`src/rtl/tkd_pkg.sv`:
```
// Package of shared types, constants and helper functions for the timekeeper block.
package tkd_pkg;

    // Time constants.
    localparam logic [31:0] MICRO_PER_SEC = 32'd1000000;
    localparam logic [31:0] BASE_RATE_DIV = 32'd50;
    localparam logic [31:0] NEAR_MICRO    = 32'd20000;
    localparam logic [31:0] MIN_DELAY     = 32'd100;
    localparam logic [31:0] FREQ_RESET    = 32'd66666666;

    // Widths of the shared multiply-divide unit.
    localparam int MUL_A_W = 32;
    localparam int MUL_B_W = 20;
    localparam int PROD_W  = MUL_A_W + MUL_B_W;
    localparam int DIV_CNT_W = $clog2(PROD_W);

    // Operation codes of an input item.
    localparam logic [1:0] OP_UPDATE = 2'd0;
    localparam logic [1:0] OP_SET    = 2'd1;
    localparam logic [1:0] OP_PLAN   = 2'd2;

    // Register indexes on the configuration port.
    localparam logic REG_FREQ = 1'b0;
    localparam logic REG_CORR = 1'b1;

    // Input item.
    typedef struct packed {
        logic [1:0]  op;
        logic [31:0] counter_value;
        logic [31:0] set_secs;
        logic [19:0] set_micro;
        logic [31:0] waste_ticks;
        logic        wall_due_valid;
        logic [31:0] wall_due_secs;
        logic [19:0] wall_due_micro;
        logic        run_due_valid;
        logic [31:0] run_due_secs;
        logic [19:0] run_due_micro;
    } in_item_t;

    // Result item.
    typedef struct packed {
        logic [31:0]        wall_secs;
        logic [31:0]        wall_micro;
        logic [31:0]        run_secs;
        logic [31:0]        run_micro;
        logic [63:0]        ticks_total;
        logic               delay_valid;
        logic signed [31:0] delay_ticks;
        logic [31:0]        expected_count;
    } out_item_t;

    // Request to the multiply-divide unit: quotient of a*b by d.
    typedef struct packed {
        logic               start;
        logic [MUL_A_W-1:0] a;
        logic [MUL_B_W-1:0] b;
        logic [31:0]        d;
    } md_req_t;

    // Response of the multiply-divide unit.
    typedef struct packed {
        logic        done;
        logic [31:0] quot;
    } md_rsp_t;

    // Sequencer states of the top level.
    typedef enum logic [3:0] {
        ST_IDLE,
        ST_UPD_ACC,
        ST_UPD_SEC,
        ST_UPD_RUN,
        ST_UPD_WALL,
        ST_SET,
        ST_PLAN_BASE,
        ST_PLAN_WALL,
        ST_PLAN_RUN,
        ST_FIN_ADJ,
        ST_FIN_CLAMP,
        ST_FIN_EXP,
        ST_DONE
    } st_t;

    // States of the multiply-divide unit.
    typedef enum logic [1:0] {
        MD_IDLE,
        MD_MUL,
        MD_DIV,
        MD_DONE
    } md_st_t;

    // Outcome of comparing one deadline with the current time.
    typedef struct packed {
        logic        neg;
        logic        near;
        logic [19:0] dus;
    } lim_t;

    // Deadline minus current time, with a borrow on the microseconds.
    function automatic lim_t limit_prep(logic [31:0] due_s, logic [19:0] due_us,
                                        logic [31:0] now_s, logic [31:0] now_us);
        logic [31:0] ds;
        logic [31:0] dus;
        lim_t        r;
        ds  = due_s;
        dus = {12'd0, due_us};
        if (now_us > dus)
        begin
            dus = dus + MICRO_PER_SEC;
            ds  = ds - 32'd1;
        end
        dus    = dus - now_us;
        ds     = ds - now_s;
        r.neg  = ds[31];
        r.near = (ds == 32'd0) && (dus < NEAR_MICRO);
        r.dus  = dus[19:0];
        return r;
    endfunction

endpackage

```
`src/rtl/tkd_muldiv.sv`:
```
// Shared iterative unit: one multiply, then a restoring divide one bit per cycle.
module tkd_muldiv (
    input  logic           clk,
    input  logic           rst_n,
    input  tkd_pkg::md_req_t req,
    output tkd_pkg::md_rsp_t rsp
);
    import tkd_pkg::*;

    md_st_t                st_reg, st_next;
    logic [MUL_A_W-1:0]    a_reg;
    logic [MUL_B_W-1:0]    b_reg;
    logic [31:0]           d_reg;
    logic [PROD_W-1:0]     num_reg;
    logic [31:0]           rem_reg;
    logic [31:0]           quot_reg;
    logic [DIV_CNT_W-1:0]  cnt_reg;
    logic [32:0]           trial;
    logic                  qbit;
    logic                  last;

    // One restoring step: bring down the next dividend bit and try the divisor.
    assign trial = {rem_reg, num_reg[PROD_W-1]};
    assign qbit  = (trial >= {1'b0, d_reg});
    assign last  = (cnt_reg == DIV_CNT_W'(PROD_W - 1));

    // Next state.
    always_comb
    begin
        st_next = st_reg;
        case (st_reg)
            MD_IDLE: if (req.start) st_next = MD_MUL;
            MD_MUL:  st_next = MD_DIV;
            MD_DIV:  if (last) st_next = MD_DONE;
            MD_DONE: st_next = MD_IDLE;
            default: st_next = MD_IDLE;
        endcase
    end

    // Response: a zero divisor yields zero.
    always_comb
    begin
        rsp.done = (st_reg == MD_DONE);
        rsp.quot = (d_reg == 32'd0) ? 32'd0 : quot_reg;
    end

    always_ff @(posedge clk or negedge rst_n)
    begin
        if (!rst_n)
        begin
            st_reg <= MD_IDLE;
        end
        else
        begin
            st_reg <= st_next;
        end
    end

    // Operand capture, product and divide iterations.
    always_ff @(posedge clk)
    begin
        case (st_reg)
            MD_IDLE:
            begin
                if (req.start)
                begin
                    a_reg <= req.a;
                    b_reg <= req.b;
                    d_reg <= req.d;
                end
            end
            MD_MUL:
            begin
                num_reg  <= {{MUL_B_W{1'b0}}, a_reg} * {{MUL_A_W{1'b0}}, b_reg};
                rem_reg  <= 32'd0;
                quot_reg <= 32'd0;
                cnt_reg  <= '0;
            end
            MD_DIV:
            begin
                num_reg  <= {num_reg[PROD_W-2:0], 1'b0};
                rem_reg  <= qbit ? 32'(trial - {1'b0, d_reg}) : trial[31:0];
                quot_reg <= {quot_reg[30:0], qbit};
                cnt_reg  <= cnt_reg + DIV_CNT_W'(1);
            end
            default:
            begin
            end
        endcase
    end

endmodule

```
`src/rtl/tick_timekeeper_next_deadline_core.sv`:
```
// Top level of the timekeeper: sequencer, time state, configuration port and result register.
//
// Usage: an input item arrives on in_item under in_valid and is taken when in_stall is low.
// op selects a counter update, a wall time set or a plan of the next interrupt; each item
// yields exactly one result item on out_item under out_valid, taken when out_stall is low.
// The block works on one item at a time and holds in_stall high until the item is done.
// All divisions run on one shared unit: a 32x20 multiply followed by a restoring divide
// of 52 steps. A set makes one use of it, an update two conversions and a plan one to
// three uses, while an unused op code makes none and goes straight to its final state.
// The result register parts the output from the sequencer: a stalled result is held
// unchanged while the next item is already being worked on, and a finished item waits
// in its final state until the register is free.
// Reset clears all time state, sets the frequency register to 66666666 and the
// correction to zero, and leaves the output channel empty. The configuration port is an
// APB-style slave, always ready, with the frequency at address 0 and the correction at 4.
module tick_timekeeper_next_deadline_core (
    input  logic                clk,
    input  logic                rst_n,
    input  logic                in_valid,
    output logic                in_stall,
    input  tkd_pkg::in_item_t   in_item,
    output logic                out_valid,
    input  logic                out_stall,
    output tkd_pkg::out_item_t  out_item,
    input  logic                psel,
    input  logic                penable,
    input  logic                pwrite,
    input  logic [2:0]          paddr,
    input  logic [31:0]         pwdata,
    output logic [31:0]         prdata,
    output logic                pready
);
    import tkd_pkg::*;

    st_t         st_reg, st_next;
    logic        issued_reg, issued_next;
    in_item_t    item_reg;
    logic [31:0] freq_reg;
    logic [31:0] corr_reg;
    logic [31:0] prev_reg, prev_next;
    logic [63:0] total_reg, total_next;
    logic [31:0] wall_acc_reg, wall_acc_next;
    logic [31:0] run_acc_reg, run_acc_next;
    logic [31:0] wall_sec_reg, wall_sec_next;
    logic [31:0] wall_micro_reg, wall_micro_next;
    logic [31:0] run_sec_reg, run_sec_next;
    logic [31:0] run_micro_reg, run_micro_next;
    logic [31:0] expected_reg, expected_next;
    logic [31:0] delay_reg, delay_next;
    logic [31:0] adj_reg, adj_next;
    out_item_t   out_reg, out_next;
    logic        out_valid_reg, out_valid_next;
    logic        accept;
    logic        cfg_write;
    logic        out_free;
    logic [31:0] diff;
    logic [31:0] dtmp;
    lim_t        lp;
    md_req_t     md_req;
    md_rsp_t     md_rsp;

    tkd_muldiv u_muldiv (
        .clk   (clk),
        .rst_n (rst_n),
        .req   (md_req),
        .rsp   (md_rsp)
    );

    // Handshakes.
    assign in_stall  = (st_reg != ST_IDLE);
    assign accept    = in_valid && !in_stall;
    assign out_valid = out_valid_reg;
    assign out_item  = out_reg;
    assign out_free  = !out_valid_reg || !out_stall;
    assign pready    = 1'b1;
    assign cfg_write = psel && penable && pwrite;

    // Register read-back.
    always_comb
    begin
        case (paddr[2])
            REG_FREQ: prdata = freq_reg;
            REG_CORR: prdata = corr_reg;
            default:  prdata = 32'd0;
        endcase
    end

    // Deadline comparison for the deadline under work.
    always_comb
    begin
        if (st_reg == ST_PLAN_RUN)
        begin
            lp = limit_prep(item_reg.run_due_secs, item_reg.run_due_micro,
                            run_sec_reg, run_micro_reg);
        end
        else
        begin
            lp = limit_prep(item_reg.wall_due_secs, item_reg.wall_due_micro,
                            wall_sec_reg, wall_micro_reg);
        end
    end

    assign diff = item_reg.counter_value - prev_reg;
    assign dtmp = delay_reg - adj_reg;

    // Next state of the sequencer.
    always_comb
    begin
        st_next = st_reg;
        case (st_reg)
            ST_IDLE:
            begin
                if (accept)
                begin
                    case (in_item.op)
                        OP_UPDATE: st_next = ST_UPD_ACC;
                        OP_SET:    st_next = ST_SET;
                        OP_PLAN:   st_next = ST_PLAN_BASE;
                        default:   st_next = ST_DONE;
                    endcase
                end
            end
            ST_UPD_ACC:   st_next = ST_UPD_SEC;
            ST_UPD_SEC:   st_next = ST_UPD_RUN;
            ST_UPD_RUN:   if (md_rsp.done) st_next = ST_UPD_WALL;
            ST_UPD_WALL:  if (md_rsp.done) st_next = ST_DONE;
            ST_SET:       if (md_rsp.done) st_next = ST_DONE;
            ST_PLAN_BASE: if (md_rsp.done) st_next = ST_PLAN_WALL;
            ST_PLAN_WALL:
            begin
                if (!item_reg.wall_due_valid || lp.neg || !lp.near || md_rsp.done)
                    st_next = ST_PLAN_RUN;
            end
            ST_PLAN_RUN:
            begin
                if (!item_reg.run_due_valid || lp.neg || !lp.near || md_rsp.done)
                    st_next = ST_FIN_ADJ;
            end
            ST_FIN_ADJ:   st_next = ST_FIN_CLAMP;
            ST_FIN_CLAMP: st_next = ST_FIN_EXP;
            ST_FIN_EXP:   st_next = ST_DONE;
            ST_DONE:      if (out_free) st_next = ST_IDLE;
            default:      st_next = ST_IDLE;
        endcase
    end

    // Datapath: unit requests and next values of the time state.
    always_comb
    begin
        issued_next     = issued_reg;
        prev_next       = prev_reg;
        total_next      = total_reg;
        wall_acc_next   = wall_acc_reg;
        run_acc_next    = run_acc_reg;
        wall_sec_next   = wall_sec_reg;
        wall_micro_next = wall_micro_reg;
        run_sec_next    = run_sec_reg;
        run_micro_next  = run_micro_reg;
        expected_next   = expected_reg;
        delay_next      = delay_reg;
        adj_next        = adj_reg;
        out_next        = out_reg;
        out_valid_next  = out_valid_reg && out_stall;
        md_req.start    = 1'b0;
        md_req.a        = freq_reg;
        md_req.b        = 20'd1;
        md_req.d        = MICRO_PER_SEC;

        case (st_reg)
            ST_UPD_ACC:
            begin
                prev_next     = item_reg.counter_value;
                total_next    = total_reg + {32'd0, diff};
                wall_acc_next = wall_acc_reg + diff;
                run_acc_next  = run_acc_reg + diff;
            end
            ST_UPD_SEC:
            begin
                // Each accumulator gives up at most one second per update.
                if (wall_acc_reg >= freq_reg)
                begin
                    wall_acc_next = wall_acc_reg - freq_reg;
                    wall_sec_next = wall_sec_reg + 32'd1;
                end
                if (run_acc_reg >= freq_reg)
                begin
                    run_acc_next = run_acc_reg - freq_reg;
                    run_sec_next = run_sec_reg + 32'd1;
                end
            end
            ST_UPD_RUN:
            begin
                md_req.start = !issued_reg;
                md_req.a     = run_acc_reg;
                md_req.b     = MICRO_PER_SEC[19:0];
                md_req.d     = freq_reg;
                issued_next  = !md_rsp.done;
                if (md_rsp.done)
                    run_micro_next = md_rsp.quot;
            end
            ST_UPD_WALL:
            begin
                md_req.start = !issued_reg;
                md_req.a     = wall_acc_reg;
                md_req.b     = MICRO_PER_SEC[19:0];
                md_req.d     = freq_reg;
                issued_next  = !md_rsp.done;
                if (md_rsp.done)
                    wall_micro_next = md_rsp.quot;
            end
            ST_SET:
            begin
                md_req.start = !issued_reg;
                md_req.b     = item_reg.set_micro;
                issued_next  = !md_rsp.done;
                if (md_rsp.done)
                begin
                    wall_sec_next   = item_reg.set_secs;
                    wall_micro_next = {12'd0, item_reg.set_micro};
                    wall_acc_next   = md_rsp.quot;
                end
            end
            ST_PLAN_BASE:
            begin
                md_req.start = !issued_reg;
                md_req.d     = BASE_RATE_DIV;
                issued_next  = !md_rsp.done;
                if (md_rsp.done)
                    delay_next = md_rsp.quot;
            end
            ST_PLAN_WALL, ST_PLAN_RUN:
            begin
                // A past deadline zeroes the delay; a near one may shorten it.
                if ((st_reg == ST_PLAN_WALL) ? item_reg.wall_due_valid
                                             : item_reg.run_due_valid)
                begin
                    if (lp.neg)
                    begin
                        delay_next = 32'd0;
                    end
                    else if (lp.near)
                    begin
                        md_req.start = !issued_reg;
                        md_req.b     = lp.dus;
                        issued_next  = !md_rsp.done;
                        if (md_rsp.done && (delay_reg > md_rsp.quot))
                            delay_next = md_rsp.quot;
                    end
                end
            end
            ST_FIN_ADJ:
            begin
                adj_next = item_reg.counter_value - item_reg.waste_ticks + corr_reg;
            end
            ST_FIN_CLAMP:
            begin
                delay_next = ($signed(dtmp) < $signed(MIN_DELAY)) ? MIN_DELAY : dtmp;
            end
            ST_FIN_EXP:
            begin
                expected_next = item_reg.counter_value + delay_reg;
            end
            ST_DONE:
            begin
                if (out_free)
                begin
                    out_valid_next          = 1'b1;
                    out_next.wall_secs      = wall_sec_reg;
                    out_next.wall_micro     = wall_micro_reg;
                    out_next.run_secs       = run_sec_reg;
                    out_next.run_micro      = run_micro_reg;
                    out_next.ticks_total    = total_reg;
                    out_next.delay_valid    = (item_reg.op == OP_PLAN);
                    out_next.delay_ticks    = (item_reg.op == OP_PLAN) ? $signed(delay_reg)
                                                                       : 32'sd0;
                    out_next.expected_count = expected_reg;
                end
            end
            default:
            begin
            end
        endcase
    end

    // Control and time state.
    always_ff @(posedge clk or negedge rst_n)
    begin
        if (!rst_n)
        begin
            st_reg         <= ST_IDLE;
            issued_reg     <= 1'b0;
            freq_reg       <= FREQ_RESET;
            corr_reg       <= 32'd0;
            prev_reg       <= 32'd0;
            total_reg      <= 64'd0;
            wall_acc_reg   <= 32'd0;
            run_acc_reg    <= 32'd0;
            wall_sec_reg   <= 32'd0;
            wall_micro_reg <= 32'd0;
            run_sec_reg    <= 32'd0;
            run_micro_reg  <= 32'd0;
            expected_reg   <= 32'd0;
            out_valid_reg  <= 1'b0;
        end
        else
        begin
            st_reg         <= st_next;
            issued_reg     <= issued_next;
            prev_reg       <= prev_next;
            total_reg      <= total_next;
            wall_acc_reg   <= wall_acc_next;
            run_acc_reg    <= run_acc_next;
            wall_sec_reg   <= wall_sec_next;
            wall_micro_reg <= wall_micro_next;
            run_sec_reg    <= run_sec_next;
            run_micro_reg  <= run_micro_next;
            expected_reg   <= expected_next;
            out_valid_reg  <= out_valid_next;
            if (cfg_write)
            begin
                case (paddr[2])
                    REG_FREQ: freq_reg <= pwdata;
                    REG_CORR: corr_reg <= pwdata;
                    default:
                    begin
                    end
                endcase
            end
        end
    end

    // Payload registers.
    always_ff @(posedge clk)
    begin
        if (accept)
            item_reg <= in_item;
        delay_reg <= delay_next;
        adj_reg   <= adj_next;
        out_reg   <= out_next;
    end

endmodule

```
`config.mk`:
```
export PLATFORM = sky130hd
export DESIGN_NAME = tick_timekeeper_next_deadline_core
export DESIGN_NICKNAME = d
export VERILOG_FILES = /design/src/rtl/tkd_pkg.sv /design/src/rtl/tkd_muldiv.sv /design/src/rtl/tick_timekeeper_next_deadline_core.sv
export SDC_FILE = /design/constraint.sdc
export NUM_CORES = 2
export LEC_CHECK = 0
export BUFFER_PORTS_ARGS = -buffer_cell sky130_fd_sc_hd__buf_2
export CAP_MARGIN = 30
export CORE_MARGIN = 10
export CORE_UTILIZATION = 55
export CTS_CLUSTER_DIAMETER = 60
export DETAILED_ROUTE_END_ITERATION = 7
export PLACE_DENSITY = 0.73
export SLEW_MARGIN = 20
export SYNTH_ARGS = -nofsm -noshare
export SYNTH_HDL_FRONTEND = slang
export SYNTH_SLANG_ARGS = --single-unit
export TNS_END_PERCENT = 20
```
`constraint.sdc`:
```
create_clock -name clk -period 24.5 [get_ports clk]
set_input_delay 3.675 -clock clk [delete_from_list [all_inputs] [get_ports clk]]
set_output_delay 3.675 -clock clk [all_outputs]
set_load 0.01 [all_outputs]
```
==> metrics.cfg <==
[critical_path]
startpoint = u_muldiv.a_reg[3]
endpoint_kind = flip-flop
crit_required_ps = 24990
worst-setup-path-type = reg2reg
arrival_ps = 9890
cpLargestDelayFamily = adder cells
cp_common_cell = fa_1
critPathMaxFanout = 20
rr_endpoint = u_muldiv.num_reg[51]
cpPeakStageDelay_ps = 1050
critical_path.slowest_cell = edfxtp_1
path_buf_inv = 3
r2r_setup_slack_ps = 15090
reg2reg_depth = 25
critPathLaunchType = flip-flop
reg2reg_from = u_muldiv.a_reg[3]

[yosys]
synth-compound-area-share_pct = 14.4
synthMuxAreaShare_pct = 1.37
synth-simple-area-share_pct = 15.0
ys_seq_area_share_pct = 36.2
yosys_warnings = 0
yosys.area_share.adder_pct = 22.3
synth_top_family_by_area = adder cells
synth_xor_xnor_area_share_pct = 4.94
postSynthAreaPerCell_sq_um = 9.69
synth_cell_type_count = 92
synth-edff-count = 751
netlist.area_leader.share_pct = 25.2
synth_area_leaders = edfxtp_1 25%, fa_1 13%, dfrtp_1 11%
async_flop_share_pct = 34.3
synth_top_cell_by_area = edfxtp_1
synth_top_flop_cell = edfxtp_1
synth_nets = 10700
synth_cells = 9226
synth_seq_cells = 1143
syn_area_sq_um = 89400

[detailed_routing]
routed_wl_mm = 287
drt-wirelength-per-cell_um = 23.9
antenna_left = 0
routed_via_density = 6.04
first_pass_iters = 6
drc = 0
vias = 72500
drt_iter0_drc = 7256

[clocking]
cts_resized = 0
ctsRootBufferMaster = clkbuf_16
clk_path_buf_depth = 3
htree_num_levels = 4
cts.sink_count = 1143
worstSkewPairLatency_ps = 800
clkTransAtPathRegs_ps = 60
ctsHoldBuffers = 0
cts_tree = done
postCtsSetupBuffers = 0
numCtsBuffers = 138

[floorplan]
io_pins = 558
die_h_um = 423
die_x_um = 423
coreArea_sq_um = 161000
rows = 147
dieArea_sq_um = 179000
start_util_pct = 55.5

[worst_hold_path]
hold_end = out_item[3]
min_from = expected_reg[3]
min_path_type = reg2reg
holdPathStages = 0

[timing]
fin_ws_ps = 15090
rsz0062_at_grt = false
fin_crit_ps = 9410
tns_ps = 0
drv_slew = 0
hold_violations = 0
fin_crit_sh_pct = 38.4
slew_headroom_pct = 29.3
fin_skew_ps = 50.1
setup_viol = 0
tightestPinTransition_ps = 1060
max_freq_mhz = 106

[layout]
largest_reg_flops = 257
synthToLayoutAreaGrowth_pct = 11.6
layout_commonest_cell = nand2_1
final_cell_mix = 1,133 x nand2_1, 1,046 x inv_1, 751 x edfxtp_1
fillers = 13300
drive_gt1_share_pct = 11.1
nets = 11200

[global_route]
grt_pass1_wl_mm = 435
grt_max_degree = 95
grt_overflow = 0
grt_pass1_vias = 72600
antenna_found_initial = 15
track_usage_pct = 31.4

[place]
dp_slack_ps = 15320
numPortBuffers = 554
gp_congestion = 1.03
dp_hpwl_mm = 219

[status]
outcome = completed

[power_and_ir_drop]
ir_worst_vdd_mv = 0.0962
leakage_nw = 45.6
p_total_w = 0.00597
p_per_area_nw_per_um2 = 59.8

[flow_run]
maxCapViolations = 0

==> power breakdown <==
part           internal, W  switching [W]
logic             0.000607       0.000932
registers          0.00221      0.0000977
clock network      0.00123       0.000897
==> cell families after synthesis <==
logic type,count (synthesis)
other cells,1
simple gates,2799
flops,1143
compound gates,2042
buf+inv,1380
fa+ha+maj,1245
mux,112
xor+xnor,504
==> layer usage <==
metal | GRT usage, % | vias up | wire (um) | share of wire, %
met4 | 20.1 | 6 | 21500 | 7.5
met1 | 39.5 | 35300 | 110000 | 38
met3 | 5.60 | 795 | 23800 | 8.3
met2 | 50.1 | 3439 | 132000 | 46
li1 | - | 32900 | - | -
met5 | 0 | - | 45 | 0.016
==> synth_stat cells (all sizes together), types with 299 or more instances <==
library cell / number
edfxtp: 751
fa: 580
a21oi: 520
nand2: 1137
ha: 665
o21ai: 569
clkbuf: 325
xnor2: 299
dfrtp: 379
nor2: 477
and2: 306
inv: 1046
==> layout make-up <==
cell class                      instances  area (sq um)  share of cell area, %
Antenna cell                           11          27.5                 0.0276
Multi-Input combinational cell       6703         52000                   52.1
Clock inverter                         87           983                  0.986
Timing Repair Buffer                  688          4070                   4.08
Clock buffer                          169          3730                   3.74
Inverter                             1046          3930                   3.93
Sequential cell                      1143         32400                   32.4
Tap cell                             2160          2700                   2.71
==> how the worst max path moves through the flow <==
stage                                 endpoint  cells past startpoint
after CTS                 u_muldiv.num_reg[51]                     25
after floorplan                    out_item[0]                      2
after global placement    u_muldiv.num_reg[51]                     24
after detailed placement  u_muldiv.num_reg[51]                     25
after global routing             delay_reg[27]                     29
final                     u_muldiv.num_reg[51]                     25
==> metrics by stage <==
| step | utilization [%] | hold WS (ps) | std cells | cell area [sq um] |
|---|---|---|---|---|
| 3_5_place_dp | 58.8 | 432 | 11700 | 94800 |
| 5_1_grt | 61.9 | 453 | 12000 | 99800 |
| 2_1_floorplan | - | 419 | 9226 | 89400 |
| 6_report | 61.9 | 446 | 12000 | 99800 |
| 3_3_place_gp | 58.7 | 432 | 11700 | 94600 |
| 4_1_cts | 61.8 | 446 | 12000 | 99500 |
(Power assumes the default switching activity.)
